`src/sv/cks_pkg.sv`:
```
// Shared types and constants of the cuckoo hash set.
package cks_pkg;

  localparam int KeyW            = 31;
  localparam int KickW           = 8;
  localparam logic [KickW-1:0] KickReset = 8'd32;
  localparam int SlotBitsDefault = 10;
  localparam int QDepth          = 2;
  localparam int QPtrW           = $clog2(QDepth);

  typedef enum logic [1:0] {
    OpLookup = 2'd0,
    OpInsert = 2'd1,
    OpRemove = 2'd2
  } op_e;

  typedef enum logic [2:0] {
    OcDone    = 3'd0,
    OcAbsent  = 3'd1,
    OcPresent = 3'd2,
    OcZero    = 3'd3,
    OcFull    = 3'd4
  } outc_e;

  typedef struct packed {
    op_e             op;
    logic            zero;
    logic [KeyW-1:0] key;
  } cmd_t;

endpackage

```
`src/sv/cks_fifo.sv`:
```
// Short command queue between the front and back stages.
module cks_fifo (
  input  logic          clk_i,
  input  logic          rst_ni,
  input  logic          push_valid_i,
  input  cks_pkg::cmd_t push_i,
  output logic          push_ready_o,
  output logic          pop_valid_o,
  output cks_pkg::cmd_t pop_o,
  input  logic          pop_ready_i
);

  localparam int PW = cks_pkg::QPtrW;

  cks_pkg::cmd_t    mem_q [cks_pkg::QDepth];
  logic [PW-1:0]    wr_q, wr_d, rd_q, rd_d;
  logic [PW:0]      cnt_q, cnt_d;
  logic             push, pop;

  assign push_ready_o = (cnt_q != (PW+1)'(cks_pkg::QDepth));
  assign pop_valid_o  = (cnt_q != '0);
  assign pop_o        = mem_q[rd_q];
  assign push         = push_valid_i && push_ready_o;
  assign pop          = pop_valid_o && pop_ready_i;

  always_comb begin
    wr_d  = push ? wr_q + 1'b1 : wr_q;
    rd_d  = pop ? rd_q + 1'b1 : rd_q;
    cnt_d = cnt_q;
    if (push && !pop) begin
      cnt_d = cnt_q + 1'b1;
    end else if (pop && !push) begin
      cnt_d = cnt_q - 1'b1;
    end
  end

  always_ff @(posedge clk_i or negedge rst_ni) begin
    if (!rst_ni) begin
      wr_q  <= '0;
      rd_q  <= '0;
      cnt_q <= '0;
    end else begin
      wr_q  <= wr_d;
      rd_q  <= rd_d;
      cnt_q <= cnt_d;
    end
  end

  always_ff @(posedge clk_i) begin
    if (push) begin
      mem_q[wr_q] <= push_i;
    end
  end

endmodule

```
`config.mk`:
```
export PLATFORM = sky130hd
export DESIGN_NAME = cks_fifo
export DESIGN_NICKNAME = d
export VERILOG_FILES = /design/src/sv/cks_pkg.sv /design/src/sv/cks_fifo.sv
export SDC_FILE = /design/constraint.sdc
export NUM_CORES = 1
export LEC_CHECK = 0
export BUFFER_PORTS_ARGS = -buffer_cell sky130_fd_sc_hd__buf_2
export CAP_MARGIN = 20
export CORE_ASPECT_RATIO = 1.1
export CORE_MARGIN = 2
export CORE_UTILIZATION = 52
export CTS_CLUSTER_SIZE = 40
export DETAILED_ROUTE_END_ITERATION = 12
export PLACE_DENSITY = 0.79
export SLEW_MARGIN = 5
export SYNTH_ARGS = -nofsm -noshare
export SYNTH_HDL_FRONTEND = slang
export SYNTH_SLANG_ARGS = --single-unit
```
`constraint.sdc`:
```
create_clock -name clk_i -period 3.35 [get_ports clk_i]
set_input_delay 0 -clock clk_i [delete_from_list [all_inputs] [get_ports clk_i]]
set_output_delay 0 -clock clk_i [all_outputs]
set_load 0.05 [all_outputs]
```
==> out/qor.csv <==
stage;metric;value;unit
status;outcome;complete, no violations;
hold_path;worstHoldPathType;input pin to flip-flop;
yosys;synth_nets;163;
yosys;synth_compound_area_frac;0;
yosys;synth_top_family_by_area;multiplexers;
clock_tree;clk_pin_slew;0.07;ns
yosys;synthFlopType;edfxtp_1;
power_and_ir_drop;vdd_drop_max;774;uV
critical_path;r2r_start;cnt_q[0];
yosys;yosys-top-cells-count;68 x edfxtp_1, 29 x mux2_4, 5 x mux2_2;
clock_tree;ctsRootBufferMaster;clkbuf_8;
floorplanning;core;5290;um^2
placement;port_buffers;73;
sta;hold_violations;0;
yosys;ys_seq_area_frac;0.765;
final_layout;drive_gt1_frac;0.504;
yosys;synthAdderAreaFrac;0.00447;
floorplanning;die_h;80.9;um
yosys;synth_xor_area_frac;0.0156;
power_and_ir_drop;p_per_area;987;nW/um^2
drt;wl_per_cell;14.1;um
power_and_ir_drop;power_leakage;0.00155;uW
placement;placed_cells;268;
global_routing;grt_pass1_vias;1419;
yosys;synth_edf_count;68;
power_and_ir_drop;p_int;2330;uW
final_layout;layout.cells.non_filler;321;
yosys;netlist-cell-type-count;15;
placement;gp_congestion;0.675;
clock_tree;numCtsBuffers;9;
drt;dr_total_vias;1479;
hold_path;hold_start;push_valid_i;
yosys;synth_top_area_frac;0.730;
yosys;avgSynthCellArea;22.6;um^2
critical_path;crit_type;flip-flop to output pin;
clock_tree;h-tree-depth;3;
placement;dp_hpwl;2.47;mm
clock_tree;cts_buffer_depth;2;
global_routing;antenna_found_initial;0;
yosys;synth-seq-cells;72;
power_and_ir_drop;power_frac_seq;0.372;
drt;ant_nets;0;
sta;rsz0062_at_grt;false;
sta;tns;0;ns
drt;drt_wl_total;4.53;mm
floorplanning;num_rows;28;
power_and_ir_drop;power.share.clock;0.229;
final_layout;syn_to_final_growth;36.7;%
yosys;synth.area.mux_share;0.176;
sta;maxSlewViolCount;0;
clock_tree;cts_tree;done;
flow_run;cap_violations;0;
floorplanning;die-area;5990;um^2
yosys;synth_area;2800;um^2
drt;vias_per_cell;4.61;
global_routing;grt_pass1_wl;6.57;mm
final_layout;nets;280;
yosys;yosysMostFrequentCell;edfxtp_1;
clock_tree;clkLatencyLatePin;0.33;ns
yosys;syn_inst;124;
critical_path;crit_path_start_kind;flip-flop;
sta;finalSetupViolCount;0;
yosys;ys_async_sr_fraction;0.0556;
global_routing;track_usage;0.155;
sta;period_minus_slack;2.00;ns
floorplanning;start_util;0.529;
sta;finalClockSkew;0.00699;ns
critical_path;critPathMaxFanout;35;
yosys;yosys.area_share.simple;0.0121;
critical_path;crit_path_start;rd_q;
yosys;yosysTopAreaCell;edfxtp_1;
sta;period_share;0.598;
global_routing;grt_max_degree;36;
floorplanning;die_x;74.0;um
sta;relSlewSlack;0.313;
clock_tree;cts_sinks;72;
critical_path;cp.arrival;2.00;ns
floorplanning;ios;74;
drt;drt_iter0_drc;84;
sta;max_freq;0.499;GHz
power_and_ir_drop;p_comb_frac;0.399;
yosys;synth_area_leaders;edfxtp_1 73%, mux2_4 16%, dfrtp_1 3.6%;
global_routing;gr-total-overflow;0;
drt;first_pass_iters;4;
power_and_ir_drop;switching_share;0.383;
critical_path;critPathRequiredTime;3.35;ns
critical_path;end_kind;output pin;
drt;drc;0;
final_layout;diodes;0;
power_and_ir_drop;p_sw;1450;uW
sta;worst_slew_pin_slew;1.03;ns
clock_tree;cts_setup_buffers;0;
yosys;synth_warnings;0;
power groups by stage:
stage               sequential [uW]  combinational (uW)  clock, uW
floorplan                      1310                1390          0
global placement               1420                1460          0
detailed placement             1430                1470          0
CTS                            1410                1510        878
global route                   1430                1580        926
finish                         1410                1510        863
logic make-up (layout without fill, tap and decap cells):
group                    after synthesis  in the layout
flip-flops                            72             72
multiplexers                          34             34
AND/OR/NAND/NOR                        7              7
XOR/XNOR                               5              5
buffers and inverters                  5            127
adder cells (fa/ha/maj)                1              1
flip-flops by register name (all words and copies together), names as in the netlist:
| name | count |
|---|---|
| rd_q | 1 |
| wr_q | 1 |
| mem_q | 68 |
| cnt_q | 2 |
critical path, cell delays in order, from the launching register on:
cell     delay (ns)
dfrtp_2        1.04
mux2_2         0.42
buf_2          0.21
repair_timing:
item,4_1_cts,5_1_grt
gates resized for setup,0,0
hold buffers,37,0
endpoints found under the hold margin,73,0
through the flow:
| step | utilization | worst slack (ns) | hold WS [ns] | power, uW | cell area (um^2) |
|---|---|---|---|---|---|
| floorplan | - | 0.417 | -0.296 | 2700 | 2800 |
| global placement | 0.604 | 1.54 | -0.190 | 2880 | 3200 |
| detailed placement | 0.604 | 1.49 | -0.190 | 2900 | 3200 |
| CTS | 0.723 | 1.29 | 0.0262 | 3800 | 3830 |
| global route | 0.723 | 1.22 | 0.0440 | 3940 | 3830 |
| finish | 0.723 | 1.35 | 0.0488 | 3780 | 3830 |
layout make-up:
class	count	area, um^2
flip-flops and latches	72	2140
fillers	347	1460
multi-input cells	47	591
clock buffers	10	128
well taps	75	93.8
clock inverters	6	131
repair buffers	110	736
inverters	1	3.75
layer usage:
metal / share of wire / global-route usage
met2: 0.53 / 0.278
met3: 0.056 / 0.0558
met4: 0.0015 / 0.0436
met5: 0 / 0
met1: 0.41 / 0.173
cells in the final DEF, fill, tap and decap left out:
cell type      count
dlygate4sd3_1     37
dfrtp_1            3
mux2_2             5
and3_2             1
mux2_4            29
edfxtp_1          68
dfrtp_2            1
ha_1               1
xor2_1             2
clkinvlp_4         1
nor2_4             1
clkbuf_8           9
buf_2             73
inv_1              1
nand2_1            2
nor2_1             1
or2_1              1
nand2b_1           1
clkinv_1           1
xnor2_1            3
bufinv_16          4
clkbuf_1           1
path summary, 6_finish.rpt:
check                      slack [ns]           end  cells past startpoint
max                              1.35     pop_o[14]                      2
min                              0.05          wr_q                      3
max reg2reg                      1.49  mem_q[0][24]                      3
min reg2reg                      0.50      cnt_q[1]                      1
max in group asynchronous        2.56          rd_q                      3
min in group asynchronous        0.60      cnt_q[0]                      3
Note: power is estimated with default switching activity, not from simulation.
