**config.mk**
```make
export PLATFORM = sky130hd
export DESIGN_NAME = cks_front_flat
export DESIGN_NICKNAME = d
export VERILOG_FILES = /design/src/sv/cks_pkg.sv /design/src/sv/cks_if.sv /design/src/sv/cks_front.sv /design/src/flat_wrapper.sv
export SDC_FILE = /design/constraint.sdc
export NUM_CORES = 1
export LEC_CHECK = 0
export BUFFER_PORTS_ARGS = -buffer_cell sky130_fd_sc_hd__buf_2
export CAP_MARGIN = 20
export CORE_ASPECT_RATIO = 0.6
export CORE_MARGIN = 1.5
export CORE_UTILIZATION = 37
export DETAILED_ROUTE_END_ITERATION = 12
export GPL_ROUTABILITY_DRIVEN = 0
export GPL_TIMING_DRIVEN = 1
export PLACE_DENSITY = 0.85
export REMOVE_ABC_BUFFERS = 1
export SYNTH_ARGS = -nofsm -noshare
export SYNTH_HDL_FRONTEND = slang
export SYNTH_SLANG_ARGS = --single-unit
```
**constraint.sdc**
```tcl
create_clock -name clk_i -period 1.5 [get_ports clk_i]
set_clock_uncertainty 0.05 [all_clocks]
set_input_delay 0.075 -clock clk_i [delete_from_list [all_inputs] [get_ports clk_i]]
set_output_delay 0.075 -clock clk_i [all_outputs]
set_load 0.05 [all_outputs]
```
**src/sv/cks_pkg.sv**
```systemverilog
// Shared types and constants of the cuckoo hash set.
package cks_pkg;

  localparam int KeyW            = 31;
  localparam int KickW           = 8;
  localparam logic [KickW-1:0] KickReset = 8'd32;
  localparam int SlotBitsDefault = 10;
  localparam int QDepth          = 2;
  localparam int QPtrW           = $clog2(QDepth);

  typedef enum logic [1:0] {
    OpLookup = 2'd0,
    OpInsert = 2'd1,
    OpRemove = 2'd2
  } op_e;

  typedef enum logic [2:0] {
    OcDone    = 3'd0,
    OcAbsent  = 3'd1,
    OcPresent = 3'd2,
    OcZero    = 3'd3,
    OcFull    = 3'd4
  } outc_e;

  typedef struct packed {
    op_e             op;
    logic            zero;
    logic [KeyW-1:0] key;
  } cmd_t;

endpackage

```
**src/sv/cks_if.sv**
```systemverilog
// Request and response channel interfaces of the cuckoo hash set.
interface cks_req_if;
  logic                     valid;
  logic                     ready;
  logic [1:0]               req_type;
  logic [cks_pkg::KeyW-1:0] key;

  modport source (output valid, req_type, key, input ready);
  modport sink (input valid, req_type, key, output ready);
endinterface


```
**src/sv/cks_front.sv**
```systemverilog
// Front stage: accepts requests, flags zero keys, folds unused codes into lookups.
module cks_front (
  input  logic            clk_i,
  input  logic            rst_ni,
  cks_req_if.sink         req_i,
  input  logic            open_i,
  output logic            cmd_valid_o,
  output cks_pkg::cmd_t   cmd_o,
  input  logic            cmd_ready_i
);

  logic          valid_q, valid_d;
  cks_pkg::cmd_t cmd_q, cmd_d;
  cks_pkg::op_e  op;
  logic          take;

  assign req_i.ready = open_i && (!valid_q || cmd_ready_i);
  assign take        = req_i.valid && req_i.ready;
  assign cmd_valid_o = valid_q;
  assign cmd_o       = cmd_q;

  always_comb begin
    unique case (req_i.req_type)
      cks_pkg::OpInsert: op = cks_pkg::OpInsert;
      cks_pkg::OpRemove: op = cks_pkg::OpRemove;
      default:           op = cks_pkg::OpLookup;
    endcase
  end

  always_comb begin
    valid_d = valid_q;
    cmd_d   = cmd_q;
    if (take) begin
      valid_d     = 1'b1;
      cmd_d.op    = op;
      cmd_d.zero  = (req_i.key == '0);
      cmd_d.key   = req_i.key;
    end else if (cmd_ready_i) begin
      valid_d = 1'b0;
    end
  end

  always_ff @(posedge clk_i or negedge rst_ni) begin
    if (!rst_ni) begin
      valid_q <= 1'b0;
    end else begin
      valid_q <= valid_d;
    end
  end

  always_ff @(posedge clk_i) begin
    cmd_q <= cmd_d;
  end

endmodule

```
**src/flat_wrapper.sv**
```systemverilog
// flat-port wrapper written by rule: the top's interface ports become plain ports
module cks_front_flat 
  (clk_i, rst_ni, open_i, cmd_valid_o, cmd_o, cmd_ready_i, req_i_valid, req_i_req_type, req_i_key, req_i_ready);
  cks_req_if req_i_i ();
  input  logic clk_i;
  input  logic rst_ni;
  input  logic open_i;
  output logic cmd_valid_o;
  output cks_pkg::cmd_t cmd_o;
  input  logic cmd_ready_i;
  input wire logic [$bits(req_i_i.valid)-1:0] req_i_valid;
  input wire logic [$bits(req_i_i.req_type)-1:0] req_i_req_type;
  input wire logic [$bits(req_i_i.key)-1:0] req_i_key;
  output wire logic [$bits(req_i_i.ready)-1:0] req_i_ready;
  assign req_i_i.valid = req_i_valid;
  assign req_i_i.req_type = req_i_req_type;
  assign req_i_i.key = req_i_key;
  assign req_i_ready = req_i_i.ready;
  cks_front u_core (.clk_i(clk_i), .rst_ni(rst_ni), .req_i(req_i_i), .open_i(open_i), .cmd_valid_o(cmd_valid_o), .cmd_o(cmd_o), .cmd_ready_i(cmd_ready_i));
endmodule
```
==> flow_summary.yaml, run 1 <==
outcome:
  status: "finished clean"
floorplan:
  core_area_mm2: 0.00293
  die_w_um: 75.1
  fp-row-count: 15
  dieHeight_um: 46.3
  fp.dieArea_mm2: 0.00348
  initial_core_util: 0.394
  io_pins: 74
sta:
  slew_viol_final: 0
  fmax_mhz: 760
  finalHoldViolations: 0
  rsz0062_at_grt: "false"
  hold_slack_ns: 0.0387
  worst_slack_ns: 0.185
  period_share: 0.877
  slew_headroom: 0.738
  worstMarginPinSlew_ns: 0.389
  min_period_ns: 1.32
  setup_viol: 0
worst_setup_path:
  worstPathRequired_ns: 1.60
  crit_path_end_kind: "flop"
  path_max_fanout: 2
  start_kind: "input port"
  worst_path_largest_cell_delay_ns: 0.53
  crit_arrival_ns: 1.41
  critPathKind: "in2reg"
  slowest_stage: "dlygate4sd3_1"
  reg2regPathDepth: 4
  crit_chain: "dlygate4sd3_1, buf_2, nor4_1, nand4_1, nor2_1"
grt:
  first_global_vias: 962
  grt_busiest_layer: "met2"
  antenna_found_initial: 0
  overflow: 0
  grt_usage: 0.193
  use_met2: 0.306
  met3_usage: 0.0941
  grt_max_degree: 35
  grt_pass1_wl_um: 4420
  use_met1: 0.203
clocking:
  cts_max_level: 2
  clkLatencyLatePin_ns: 0.28
  cts_tree: "done"
  cts_post_setup_buffers_inserted: 0
  cts_sinks: 35
  cts_resized: 0
  clk_pin_slew_worst_paths_ns: 0.07
  cts_root_buf: "clkbuf_8"
  clockBufferDepth: 2
  cts_buffers: 5
yosys:
  synth_cell_type_count: 13
  ys_seq_elements: 35
  synth_top_cell_by_area: "edfxtp_1"
  yosys_most_used_dff: "edfxtp_1"
  yosys_warnings: 0
  ys_seq_area_frac: 0.906
  yosys-top-cells-count: "edfxtp_1, nor4_1, nand4_1, nor2b_1"
  syn-cell-area_mm2: 0.00115
  async_flop_share: 0.0286
  synth_cells: 53
  synth-edff-count: 34
  avgSynthCellArea_um2: 21.8
  synth_area_leaders: "edfxtp_1, nor4_1, dfrtp_1"
  yosysMostFrequentCell: "edfxtp_1"
  synth_top_cell_area_share: 0.884
final_layout:
  fin_area_mm2: 0.00199
  drive_above_1_share: 0.488
  area_delta_synth_final_pct: 72.4
  utilization: 0.680
  diodes: 0
  fin_nets: 204
routing:
  postRouteWirelength_um: 3020
  drcViolationCount: 0
  drtIter0Drc: 46
  avgViaCountPerCell: 4.56
  vias: 948
  wire_per_inst_um: 14.5
  antenna_left: 0
  dr.pass1.iters: 4
power_and_ir_drop:
  leakage_nw: 0.830
  intPower_w: 0.00156
  power.density_mw_per_mm2: 1070
  power.share.clock: 0.293
  ir_worst_vdd_mv: 0.718
  seqPwrFrac: 0.535
  p_sw_w: 0.000559
  power_frac_comb: 0.172
  switching_share: 0.263
place:
  dp_hpwl_um: 1850
  placed_cell_area_mm2: 0.00159
  dp_slack_ns: 0.223
  io_buffers: 73
worst_hold_path:
  hold_path_depth: 2
  hold_path.class: "in2reg"
run:
  max-cap-violations: 0
[cell families (layout without fill, tap and decap cells)]
kind of cell,Yosys count,after routing,share of synthesized area
DFF,35,35,0.906
and+or+nand+nor,17,17,0.0910
buffers and inverters,1,114,0.00325
[layer usage]
metal | wire, um | vias up
li1 | - | 440
met1 | 1110 | 442
met2 | 1440 | 55
met3 | 343 | 11
met4 | 119 | 0
met5 | 0 | -
[critical path: cells and delay by family]
| kind | cells | cell delay (ns) |
|---|---|---|
| buf+inv | 2 | 0.66 |
| simple gates | 3 | 0.68 |
[power groups by stage]
stage	Sequential (W)	Combinational [W]	Clock [W]
6_report	0.00114	0.000365	0.000622
5_1_grt	0.00114	0.000384	0.000680
4_1_cts	0.00114	0.000362	0.000631
3_5_place_dp	0.00116	0.000298	0
3_3_place_gp	0.00116	0.000290	0
2_1_floorplan	0.00131	0.0000338	0
[final timing paths]
check                                   start                 end  slack, ns
setup / recovery                 req_i_key[1]    u_core.cmd_o[31]       0.18
hold / removal              req_i_req_type[1]    u_core.cmd_o[32]       0.04
setup reg to reg           u_core.cmd_valid_o     u_core.cmd_o[1]       0.19
hold reg to reg            u_core.cmd_valid_o  u_core.cmd_valid_o       0.49
max in group asynchronous              rst_ni  u_core.cmd_valid_o       1.26
min in group asynchronous              rst_ni  u_core.cmd_valid_o       0.06
[what timing repair did]
| item | in CTS | in global routing |
|---|---|---|
| endpoints found under the setup margin | 0 | 0 |
| endpoints found under the hold margin | 32 | 0 |
| hold buffers | 32 | 0 |
[layout by cell type (no fill, tap or decap), drive strengths merged]
cell type,netlist,final
inv,1,1
nor4,7,7
nor3,1,1
edfxtp,34,34
clkbuf,0,5
dfrtp,1,1
nand2b,1,1
nand4,2,2
clkinv,0,2
dlygate4sd3,0,32
nand2,1,1
nor2,1,1
and2,1,1
buf,0,74
nand3,1,1
nor2b,2,2
[registers in the layout, summed over array words and instances (netlist names)]
register and count:
u_core.cmd_valid_o 1, u_core.cmd_o 34
[area by class of cell]
| cell class | count | area [um^2] |
|---|---|---|
| clock buffer | 5 | 68.8 |
| clock inverter | 2 | 8.76 |
| fill | 214 | 937 |
| inverter | 1 | 3.75 |
| multi-input combinational | 17 | 105 |
| sequential | 35 | 1050 |
| tap | 42 | 52.6 |
| timing repair buffer | 106 | 706 |
[metrics by stage]
stage               instances  setup TNS (ns)  total power, W
floorplan                  53          -15.17         0.00134
global placement          169               0         0.00145
detailed placement        169               0         0.00145
CTS                       208               0         0.00213
global route              208               0         0.00220
finish                    208               0         0.00212
Power figures use the tool's default switching activity.
==> run 2: changes to the inputs <==
--- a/config.mk
+++ b/config.mk
@@ -9,11 +9,11 @@
 export CAP_MARGIN = 20
 export CORE_ASPECT_RATIO = 0.6
 export CORE_MARGIN = 1.5
-export CORE_UTILIZATION = 37
+export CORE_UTILIZATION = 44
 export DETAILED_ROUTE_END_ITERATION = 12
 export GPL_ROUTABILITY_DRIVEN = 0
 export GPL_TIMING_DRIVEN = 1
-export PLACE_DENSITY = 0.85
+export PLACE_DENSITY = 0.94
 export REMOVE_ABC_BUFFERS = 1
 export SYNTH_ARGS = -nofsm -noshare
 export SYNTH_HDL_FRONTEND = slang
==> constraint.sdc (replaced) <==
create_clock -name clk_i -period 1.6 [get_ports clk_i]
set_clock_uncertainty 0.05 [all_clocks]
set_input_delay 0.24 -clock clk_i [delete_from_list [all_inputs] [get_ports clk_i]]
set_output_delay 0.24 -clock clk_i [all_outputs]
set_load 0.05 [all_outputs]
==> run 2 against run 1 <==
Net effect:
- critical path depth shrank 2
- die area is 15% lower
- sequential cell count stayed put
- setup slack worse by 0.036 ns
- total power decreased by 9.9%
- routed wire length is 25% lower
- via count down 17%
- cell count down 19%
- core utilization shrank 1.3 points
==> flow_summary.yaml, run 2 (synthesized netlist as in run 1, its figures left out) <==
clocking:
  clk_pin_slew_worst_paths_ns: 0.06
  cts_resized: 0
  cts_sinks: 35
  cts_buffers: 5
  cts_tree: "done"
  cts_max_level: 2
  clockBufferDepth: 2
  clkLatencyLatePin_ns: 0.27
  cts_root_buf: "clkbuf_8"
floorplan:
  io_pins: 74
  initial_core_util: 0.461
  die_w_um: 69.1
  dieHeight_um: 42.7
  core_area_mm2: 0.00250
  fp.dieArea_mm2: 0.00295
  fp-row-count: 14
grt:
  grt_max_degree: 35
  overflow: 0
  use_met1: 0.175
  grt_busiest_layer: "met2"
  grt_pass1_wl_um: 3480
  first_global_vias: 797
  met3_usage: 0.105
  grt_usage: 0.165
  antenna_found_initial: 0
  use_met2: 0.273
worst_hold_path:
  hold_path.class: "in2reg"
sta:
  fmax_mhz: 689
  worst_slack_ns: 0.149
  period_share: 0.907
  min_period_ns: 1.45
  slew_viol_final: 0
  finalHoldViolations: 0
  slew_headroom: 0.790
  rsz0062_at_grt: "false"
  setup_viol: 0
  worstMarginPinSlew_ns: 0.312
final_layout:
  fillers: 169
  diodes: 0
  drive_above_1_share: 0.596
  area_delta_synth_final_pct: 44.7
  mostFrequentLayoutCells: "buf_2, edfxtp_1, nor4_1"
  fin_area_mm2: 0.00167
  largest_register_ffs: 34
  layout_commonest_cell: "buf_2"
  utilization: 0.667
  fin_nets: 173
run:
  max-cap-violations: 0
outcome:
  status: "finished clean"
routing:
  postRouteWirelength_um: 2260
  avgViaCountPerCell: 4.70
  antenna_left: 0
  drtIter0Drc: 17
  wire_per_inst_um: 13.5
  vias: 790
  dr.pass1.iters: 4
  drcViolationCount: 0
worst_setup_path:
  rrSetupSlack_ns: 0.30
  critPathKind: "reg2out"
  crit_chain: "nand2b_1, and2_1, buf_2"
  worst_path_largest_cell_delay_ns: 0.37
  timing.rr.start: "u_core.cmd_valid_o"
  slowest_stage: "dfrtp_1"
  start_kind: "flop"
  worstPathRequired_ns: 1.31
  crit_arrival_ns: 1.16
  crit_path_end_kind: "output pin"
  setup.worst_path.end: "req_i_ready"
  crit_start: "u_core.cmd_valid_o"
  path_max_fanout: 3
  reg2regPathDepth: 4
  r2r-end: "u_core.cmd_o[0]"
power_and_ir_drop:
  switching_share: 0.251
  power.share.clock: 0.297
  seqPwrFrac: 0.557
  intPower_w: 0.00143
  power_frac_comb: 0.146
  power.density_mw_per_mm2: 1140
  p_sw_w: 0.000480
  ir_worst_vdd_mv: 0.770
  leakage_nw: 0.701
place:
  io_buffers: 73
  placed_cell_area_mm2: 0.00158
  dp_slack_ns: 0.305
==> run 2: changes by cell type in the layout (fill, tap and decap cells not counted), sizes merged <==
cell         delta
dlygate4sd3    -31
clkinv          -1
clkbuf          +2
==> run 2: critical path, delay by kind of cell (launching register included) <==
family	cells	cell delay, ns
flops	1	0.37
simple gates	2	0.25
buf+inv	1	0.27
==> run 2: per-layer routing <==
layer	wire, um	share of wire
met5	0	0
met2	1170	0.52
met4	10	0.0044
met1	790	0.35
met3	289	0.13
==> run 2: metrics by stage <==
stage | hold WS (ns) | std cells | TNS, ns | total power [W]
5_1_grt | 0.0968 | 168 | 0 | 0.00199
3_5_place_dp | -0.0349 | 159 | 0 | 0.00136
6_report | 0.111 | 168 | 0 | 0.00191
4_1_cts | 0.0998 | 168 | 0 | 0.00194
3_3_place_gp | -0.0354 | 159 | 0 | 0.00135
2_1_floorplan | -0.106 | 53 | -11.77 | 0.00126
==> run 2: power groups by stage <==
stage	combinational [W]	sequential (W)	clock (W)
after floorplan	0.0000316	0.00123	0
after global placement	0.000270	0.00108	0
after detailed placement	0.000279	0.00108	0
final	0.000279	0.00106	0.000569
after CTS	0.000280	0.00107	0.000593
after global routing	0.000293	0.00107	0.000625
==> run 2: how the worst min path moves through the flow <==
stage                     slack [ns]  depth (start not counted)            endpoint           from
after detailed placement       -0.03                          1  u_core.cmd_valid_o         rst_ni
after floorplan                -0.11                          0  u_core.cmd_valid_o         rst_ni
after global routing             0.1                          1    u_core.cmd_o[19]  req_i_key[19]
final                           0.11                          1     u_core.cmd_o[9]   req_i_key[9]
after global placement         -0.04                          1  u_core.cmd_valid_o         rst_ni
after CTS                        0.1                          1     u_core.cmd_o[9]   req_i_key[9]
==> run 2: what timing repair did <==
action	in CTS	in global routing
hold buffers	1	0
buffers inserted	0	0
endpoints found under the hold margin	1	0
==> run 2: area by class of cell <==
cell class                 count  area (um^2)  area share
timing repair buffer          75          395       0.237
multi-input combinational     17          105      0.0629
clock buffer                   7         76.3      0.0457
tap                           32         40.0      0.0240
inverter                       1         3.75     0.00225
sequential                    35         1050       0.626
clock inverter                 1         5.00     0.00299
==> run 3: changes to the inputs <==
==> constraint.sdc (replaced) <==
create_clock -name clk_i -period 1.6 [get_ports clk_i]
set_clock_uncertainty 0.05 [all_clocks]
set_input_delay 0.24 -clock clk_i [delete_from_list [all_inputs] [get_ports clk_i]]
set_output_delay 0.24 -clock clk_i [all_outputs]
set_load 0.1 [all_outputs]
==> run 3 against run 2 <==
Net effect:
- critical path depth unchanged
- first-iteration DRC count fell by 24%
- cell area up 2.0%
- critical path type unchanged
- count of clock-buffer cells in the layout up 1
- sequential share of layout area is 1.2 points lower
- highest routed layer unchanged
- combinational power rose by 58%
- total power increased by 13%
- hold slack worse by 0.00096 ns
- register-to-register slack better by 0.02 ns
- setup slack improved by 0.021 ns
==> flow_summary.yaml, run 3 (synthesized netlist as in run 1, its figures left out) <==
sta:
  period_share: 0.894
  setup_viol: 0
  hold_slack_ns: 0.110
  finalHoldViolations: 0
  worstMarginPinSlew_ns: 0.494
  slew_headroom: 0.673
  rsz0062_at_grt: "false"
  slew_viol_final: 0
  min_period_ns: 1.43
  fmax_mhz: 699
worst_setup_path:
  crit_arrival_ns: 1.14
  crit_path_end_kind: "output pin"
  timing.rr.start: "u_core.cmd_valid_o"
  start_kind: "flop"
  path_max_fanout: 3
  rrSetupSlack_ns: 0.32
  r2r-end: "u_core.cmd_o[26]"
  reg2regPathDepth: 4
  worstPathRequired_ns: 1.31
  critPathKind: "reg2out"
clocking:
  cts_buffers: 5
  cts_post_setup_buffers_inserted: 0
  clkLatencyLatePin_ns: 0.27
  cts_tree: "done"
  cts_max_level: 2
  clockBufferDepth: 2
  clk_pin_slew_worst_paths_ns: 0.06
  cts_sinks: 35
  cts_root_buf: "clkbuf_8"
power_and_ir_drop:
  power.density_mw_per_mm2: 1270
  p_total_w: 0.00217
  leakage_nw: 0.716
  ir_worst_vdd_mv: 0.829
routing:
  drtIter0Drc: 13
  antenna_left: 0
  drcViolationCount: 0
  wire_per_inst_um: 14.4
  vias: 798
  avgViaCountPerCell: 4.75
  dr.pass1.iters: 4
  postRouteWirelength_um: 2420
grt:
  overflow: 0
  grt_usage: 0.173
  first_global_vias: 817
  grt_pass1_wl_um: 3640
  grt_max_degree: 35
  antenna_found_initial: 0
final_layout:
  diodes: 0
  area_delta_synth_final_pct: 47.7
  drive_above_1_share: 0.603
  stdcell_count: 168
  mostFrequentLayoutCells: "buf_2, edfxtp_1, clkbuf_8"
  largest_register_ffs: 34
  layout_commonest_cell: "buf_2"
  fin_nets: 173
place:
  dp_cells: 159
  io_buffers: 73
  dp_hpwl_um: 1870
worst_hold_path:
  hold_path_depth: 1
  hold_path_end: "u_core.cmd_o[19]"
  hold_path.class: "in2reg"
  hp-start: "req_i_key[19]"
run:
  max-cap-violations: 0
outcome:
  status: "finished clean"
floorplan:
  fp.dieArea_mm2: 0.00295
  initial_core_util: 0.461
  dieHeight_um: 42.7
  die_w_um: 69.1
  core_area_mm2: 0.00250
  fp-row-count: 14
  io_pins: 74
run 3: changes by cell type in the layout (fill, tap and decap cells not counted):
cell	change
clkbuf_1	-1
buf_2	-1
clkbuf_8	+2
clkinv_2	-1
buf_12	+1
run 3: stage by stage:
stage / instance area [um^2] / setup slack, ns / util / setup TNS (ns)
finish: 1710 / 0.169 / 0.681 / 0
global route: 1710 / 0.107 / 0.681 / 0
CTS: 1710 / 0.155 / 0.681 / 0
detailed placement: 1600 / 0.332 / 0.637 / 0
global placement: 1600 / 0.397 / 0.637 / 0
floorplan: 1150 / -0.599 / - / -20.81
run 3: where the power goes:
| group | leakage [nW] | switching [W] | internal [W] | total [W] |
|---|---|---|---|---|
| clock | 0.0515 | 0.000268 | 0.000392 | 0.000661 |
| sequential | 0.329 | 0.0000101 | 0.00106 | 0.00107 |
| combinational | 0.335 | 0.000362 | 0.0000782 | 0.000440 |
| total | 0.716 | 0.000641 | 0.00153 | 0.00217 |
run 3: routing by layer:
metal / wire [um] / track usage / share of wire / vias to the layer above
met5: 0 / 0 / 0 / -
met4: 14 / 0.0706 / 0.0058 / 0
met3: 337 / 0.0998 / 0.14 / 2
met2: 1280 / 0.302 / 0.53 / 46
met1: 791 / 0.172 / 0.33 / 373
li1: - / - / - / 377
run 3: worst max-delay path by stage:
| stage | from | end | slack [ns] | cells past startpoint |
|---|---|---|---|---|
| 2_1_floorplan | u_core.cmd_valid_o | u_core.cmd_o[0] | -0.60 | 3 |
| 6_report | u_core.cmd_valid_o | req_i_ready | 0.17 | 3 |
| 3_5_place_dp | u_core.cmd_valid_o | u_core.cmd_o[28] | 0.33 | 4 |
| 5_1_grt | u_core.cmd_valid_o | req_i_ready | 0.11 | 3 |
| 4_1_cts | u_core.cmd_valid_o | req_i_ready | 0.15 | 3 |
| 3_3_place_gp | u_core.cmd_valid_o | u_core.cmd_o[2] | 0.40 | 4 |
run 3: area by class of cell:
class | instances | area (um^2)
sequential | 35 | 1050
fill | 175 | 800
timing repair buffer | 75 | 410
multi-input combinational | 17 | 105
clock buffer | 8 | 100
tap | 32 | 40.0
inverter | 1 | 3.75
run 3: repair_timing:
| item | in CTS | in global routing |
|---|---|---|
| hold buffers | 1 | 0 |
| resized for setup | 0 | 0 |
| endpoints found under the hold margin | 1 | 0 |
| endpoints found under the setup margin | 0 | 0 |
run 3: critical path: stages (launching register included):
cell and delay (ns):
dfrtp_1 0.39, nand2b_1 0.11, and2_1 0.19, buf_12 0.18
